### config.mk
export PLATFORM = sky130hd
export DESIGN_NAME = kls_cell
export DESIGN_NICKNAME = d
export VERILOG_FILES = /design/src/rtl/core/kth_largest_select_top_macros.svh /design/src/rtl/core/kls_pkg.sv /design/src/rtl/core/kls_cell.sv
export SDC_FILE = /design/constraint.sdc
export NUM_CORES = 1
export LEC_CHECK = 0
export ABC_AREA = 1
export BUFFER_PORTS_ARGS = -buffer_cell sky130_fd_sc_hd__buf_2
export CORE_MARGIN = 2
export CORE_UTILIZATION = 46
export DETAILED_ROUTE_END_ITERATION = 7
export HOLD_SLACK_MARGIN = 0.1
export PLACE_DENSITY = 0.8
export SYNTH_ARGS = -nofsm -noshare
export SYNTH_HDL_FRONTEND = slang
export SYNTH_SLANG_ARGS = --single-unit
### constraint.sdc
create_clock -name clk -period 3.35 [get_ports clk]
set_input_delay 0.1675 -clock clk [delete_from_list [all_inputs] [get_ports clk]]
set_output_delay 0.1675 -clock clk [all_outputs]
set_load 0.01 [all_outputs]
### src/rtl/core/kth_largest_select_top_macros.svh
// ----------------------------------------------------------------------------
// Assertion macros for kth_largest_select_top
// Shared concurrent assertion forms clocked on clk and disabled in reset.
// ----------------------------------------------------------------------------
`ifndef KTH_LARGEST_SELECT_TOP_MACROS_SVH
`define KTH_LARGEST_SELECT_TOP_MACROS_SVH

// The consequent must hold in the same cycle as the antecedent.
`define KLS_ASSERT_IMP(lbl, ante, cons, msg) \
  lbl: assert property (@(posedge clk) disable iff (!rst_n) (ante) |-> (cons)) \
    else $error(msg);

// The consequent must hold in the cycle after the antecedent.
`define KLS_ASSERT_NXT(lbl, ante, cons, msg) \
  lbl: assert property (@(posedge clk) disable iff (!rst_n) (ante) |=> (cons)) \
    else $error(msg);

`endif

### src/rtl/core/kls_pkg.sv
// ----------------------------------------------------------------------------
// kls_pkg
// Sizes and shared types of the k-th largest selection block.
// ----------------------------------------------------------------------------
package kls_pkg;

  localparam int DEPTH  = 256;
  localparam int WIDTH  = 32;
  localparam int CNT_W  = $clog2(DEPTH + 1);
  localparam int RANK_W = 9;

  localparam logic [1:0] ADDR_RANK = 2'd0;

  typedef struct packed {
    logic ins_en;
    logic shift_en;
  } kls_ctl_t;

endpackage

### src/rtl/core/kls_cell.sv
// ----------------------------------------------------------------------------
// kls_cell
// One element of the sorted chain: takes a new value, the value of the
// previous cell, or the value of the next cell.
// ----------------------------------------------------------------------------
module kls_cell
  import kls_pkg::*;
(
  input  logic                    clk,
  input  kls_ctl_t                ctl,
  input  logic                    cell_valid,
  input  logic signed [WIDTH-1:0] key,
  input  logic                    prev_ins,
  input  logic signed [WIDTH-1:0] prev_val,
  input  logic signed [WIDTH-1:0] next_val,
  output logic                    ins,
  output logic signed [WIDTH-1:0] val
);

  logic signed [WIDTH-1:0] val_r;
  logic signed [WIDTH-1:0] val_nxt;

  assign ins = !cell_valid || (key > val_r);
  assign val = val_r;

  always_comb begin
    val_nxt = val_r;
    if (ctl.ins_en && ins) begin
      val_nxt = prev_ins ? prev_val : key;
    end else if (ctl.shift_en) begin
      val_nxt = next_val;
    end
  end

  always_ff @(posedge clk) begin
    val_r <= val_nxt;
  end

endmodule

## Word level (Yosys, flattened, before mapping)

Cells that the tools add are included.

- Flip-flop bits (word level): 32
- Bits in latches: 0
- Memory bits (writable): 0
- ROM bits: 0
- Input bits: 101
- Output and inout bits: 33
- Memories: 0

- $add $sub $neg: 0
- Multiply operators: 0
- Divide/modulo/power cells: 0
- Magnitude comparators: 1
- Eq/ne operators: 0
- Shifts and indexed selects: 0
- Multiplexer cells: 3
- Bitwise logic cells: 0
- Reduce and logical (&&, ||, !) cells: 4

Operators with widths:

| operator | number |
|---|---|
| $mux W32 | 3 |
| $gt A32 B32 Y1 | 1 |
| $reduce_bool A2 Y1 | 1 |
| $logic_and A1 B1 Y1 | 1 |
| $logic_not A1 Y1 | 1 |
| $logic_or A1 B1 Y1 | 1 |

## Longest topological paths before layout

- Word-level depth: 4
- Mapped depth: 21
- Gate-level depth less buffers: 20

## Least setup slack after synthesis

No wires, ideal clock.

- Kind: flip-flop to flip-flop
- From: register val_r[31] (netlist: val[31])
- To: register val_r[0] (netlist: val[0]) (enable)
- Setup time: 0.389 ns
- Arrival time: 2.485 ns
- Data required time: 2.961 ns
- Setup slack: 0.475 ns
- Cell stages (with the launch flop): 16
- Buffers on the path: 1
- Clock period less this slack: 2.875 ns
- Path through: edfxtp_1 inv_1 ha_1 nand2_1 nor2_2 nand2_1 nor3b_2 nand2_1 nand2_1 nand2_1 nand2_1 nand2_2 nand2_4 nand2_4 buf_6 nand2_1

- Cells in the longest elaborated chain, start to end: 4

RTL lines:

| item | RTL line | source |
|---|---|---|
| from (decl) | kls_cell.sv:20 | `logic signed [WIDTH-1:0] val_r;` |
| from (signal assigned) | kls_cell.sv:36 | `val_r <= val_nxt;` |
| $gt A32 B32 Y1 | kls_cell.sv:23 | `assign ins = !cell_valid \|\| (key > val_r);` |
| $logic_or A1 B1 Y1 | kls_cell.sv:23 |  |
| $logic_and A1 B1 Y1 | kls_cell.sv:28 | `if (ctl.ins_en && ins) begin` |
| $reduce_bool A2 Y1 (no source line) | -- |  |

Every way passes these cells.
A chain may end at the register's enable or synchronous reset.

## Final worst setup path

- From: register val_r[31] (netlist: val[31])
- To: register val_r[6] (netlist: val[6]) (enable)

Same word-level chain as after synthesis.

==> impl_metrics.tcl <==
set metrics [dict create \
    grt_setup_unrepaired "no" \
    hold-worst-slack_ps 143 \
    finalCriticalPeriod_ps 2810 \
    finalMaxSlewViolations 0 \
    number_of_buffers_inserted_by_post_cts_setup_repair 0 \
    first_global_vias 2652 \
    die_height_um 81.2 \
    rows 28 \
    total_die_area_mm2 0.00660 \
    clock_sinks 32 \
    first_pass_iters 4 \
    htreeDepth 2 \
    synth_area_mm2 0.00274 \
    worst-r2r-cell-count 15 \
    worst_hold_path.num_cells 3 \
    syn2layout_area_growth_pct 28.7 \
    postCtsResizedCells 0 \
    top_signal_layer_used "met4" \
    final_layout_size_suffix_gt1_frac 0.410 \
    tightest_slew_ps 799 \
    final_hold_vio_count 0 \
    yosysWarnings 0 \
    totalNegativeSetupSlack_ps 0 \
    cap_viol_max_count 0 \
    cts_hold_buffers 0 \
    routed-wl-met2_um 3640 \
    grt_start_max_net_pins 34 \
    seq_area_frac_synth 0.350 \
    vdd_drop_max_mv 0.201 \
    worst_setup_path_end_kind "flip-flop" \
    placement.io_buffers 133 \
    fraction_of_the_core_area_covered_by_cells_at_the_end_of_the_flow 0.604 \
    cellLeakagePower_nw 1.95 \
    fillers 510 \
    cts_buffers 5 \
    relSlewSlack 0.467 \
    worst_ep_arrival_time_ps 2800 \
    final_design_area_no_fill_mm2 0.00353 \
    finalSetupViolations 0 \
    hold_crit_class "input port to flip-flop" \
    cts_root_buf "sky130_fd_sc_hd__clkbuf_8" \
    largest_reg_flops 32 \
    io_pins 134 \
    m1WireLength_um 2860 \
    routedWlPerCell_um 13.4 \
    num-nets-final 588 \
    number_of_drc_violations_after_detailed_routing_iteration_0 109 \
    place.gp.congestion 0.850 \
    timing.fmax_ghz 0.355 \
    avgSynthCellArea_um2 8.42 \
    layout.area.seq_um2 961 \
    dpl-instance-area_mm2 0.00345 \
    synth.distinct_cells 20 \
    timing.final.crit_share 0.840 \
    synthArstFlopShare 0 \
    met3_wl_um 482 \
    critPathRequiredTime_ps 3340 \
    area_taken_by_multi_input_logic_gates_mm2 0.00153 \
    syn_inst 326 \
    power_mw 1.41 \
    starting_density_of_the_core 0.469 \
    critical_path_startpoint_category "flip-flop" \
    die_w_um 81.2 \
    cts_tree "built" \
    power_density_mw_per_mm2 398 \
    criticalPathCategory "flip-flop to flip-flop" \
    grt_pass1_wl_um 11300 \
    routed_wl_um 7130 \
    cts.reportedPaths.clkPinSlew_ps 70 \
    antenna-diode-count 0 \
    synth-edff-count 32 \
    post-route-drc-count 0 \
    drt-vias-per-instance 5.01 \
    status "complete, no violations" \
    dpl.hpwl_um 5390 \
    global_route_total_overflow 0 \
    ys_ff_latch 32 \
    antenna_found_initial 0 \
    critical_path.max_fanout 33 \
    remaining_antenna_violation_count 0 \
    max-clock-path-buffers 2 \
    clock_tree_skew_after_final_layout_ps 3.44 \
    routed-via-count 2662 \
    gr-usage-all-layers 0.224 \
    postSynthNetCount 459 \
    fp.coreArea_mm2 0.00585 \
    clk_latency_ps 280 \
    ys_dominant_reg_cell "sky130_fd_sc_hd__edfxtp_1" \
]
layout by cell type (no fill, tap or decap):
master / instances
sky130_fd_sc_hd__nor2_1: 9
sky130_fd_sc_hd__clkbuf_1: 2
sky130_fd_sc_hd__ha_1: 32
sky130_fd_sc_hd__nand2_4: 2
sky130_fd_sc_hd__inv_1: 43
sky130_fd_sc_hd__clkinv_1: 1
sky130_fd_sc_hd__nor2_2: 1
sky130_fd_sc_hd__o21ai_0: 3
sky130_fd_sc_hd__o21a_1: 1
sky130_fd_sc_hd__buf_2: 133
sky130_fd_sc_hd__a21oi_1: 13
sky130_fd_sc_hd__mux2_2: 31
sky130_fd_sc_hd__nand4_1: 2
sky130_fd_sc_hd__nand3_1: 36
sky130_fd_sc_hd__buf_12: 1
sky130_fd_sc_hd__clkbuf_8: 5
sky130_fd_sc_hd__buf_4: 2
sky130_fd_sc_hd__nor3b_2: 1
sky130_fd_sc_hd__nand2_1: 94
sky130_fd_sc_hd__edfxtp_1: 32
sky130_fd_sc_hd__a21o_1: 1
sky130_fd_sc_hd__nand2_2: 11
power by group:
part	switching [mW]	total, mW	internal [mW]
clock network	0.143	0.287	0.145
logic	0.321	0.561	0.240
registers	0.0303	0.557	0.527
layer usage:
layer	vias to the layer above	track usage
met5	-	0
met4	0	0.0983
met3	16	0.0322
met2	110	0.425
met1	1197	0.247
li1	1339	-
critical path: stages (launching register included):
cell and delay (ps):
sky130_fd_sc_hd__edfxtp_1 370, sky130_fd_sc_hd__inv_1 60, sky130_fd_sc_hd__ha_1 340, sky130_fd_sc_hd__nand2_1 100, sky130_fd_sc_hd__nor2_2 120, sky130_fd_sc_hd__nand2_1 100, sky130_fd_sc_hd__nor3b_2 230, sky130_fd_sc_hd__nand2_1 90
sky130_fd_sc_hd__nand2_1 60, sky130_fd_sc_hd__nand2_1 50, sky130_fd_sc_hd__nand2_1 70, sky130_fd_sc_hd__nand2_2 60, sky130_fd_sc_hd__nand2_4 70, sky130_fd_sc_hd__nand2_4 240, sky130_fd_sc_hd__nand2_1 300, sky130_fd_sc_hd__buf_12 240
synthesized netlist by cell type (all sizes together), types with 2 or more instances:
master	count	share of area
nor2	10	0.015
a21oi	13	0.024
buf	7	0.022
ha	32	0.15
inv	43	0.059
nand4	2	0.0046
o21ai	3	0.0055
nand2	107	0.16
mux2	31	0.13
clkbuf	7	0.0096
nand3	36	0.066
edfxtp	32	0.35
worst paths after layout:
check,end,from,slack (ps)
hold / removal,val[30],next_val[30],140
setup reg to reg,val[6],val[31],540
hold reg to reg,val[4],val[0],1460
setup / recovery,val[6],val[31],540
metrics by stage:
stage,instances,setup WS [ps]
final,531,536
after CTS,531,496
after detailed placement,523,508
after global routing,531,226
after global placement,523,571
after floorplan,326,475
cell type report:
| class | instances | share of cell area |
|---|---|---|
| repair buffers | 136 | 0.198 |
| well taps | 75 | 0.0266 |
| flip-flops and latches | 32 | 0.272 |
| clock inverters | 1 | 0.00106 |
| multi-input cells | 237 | 0.434 |
| inverters | 43 | 0.0457 |
| clock buffers | 7 | 0.0216 |
cell families (layout without fill, tap and decap cells):
| group | after synthesis | after routing | synth area share |
|---|---|---|---|
| adders and majority gates | 32 | 32 | 0.146 |
| DFF | 32 | 32 | 0.350 |
| muxes | 31 | 31 | 0.127 |
| buffers and inverters | 57 | 187 | 0.0907 |
| and+or+nand+nor | 156 | 156 | 0.251 |
| AOI/OAI and AO/OA | 18 | 18 | 0.0347 |
No activity file was read; power rests on OpenSTA's default activity.
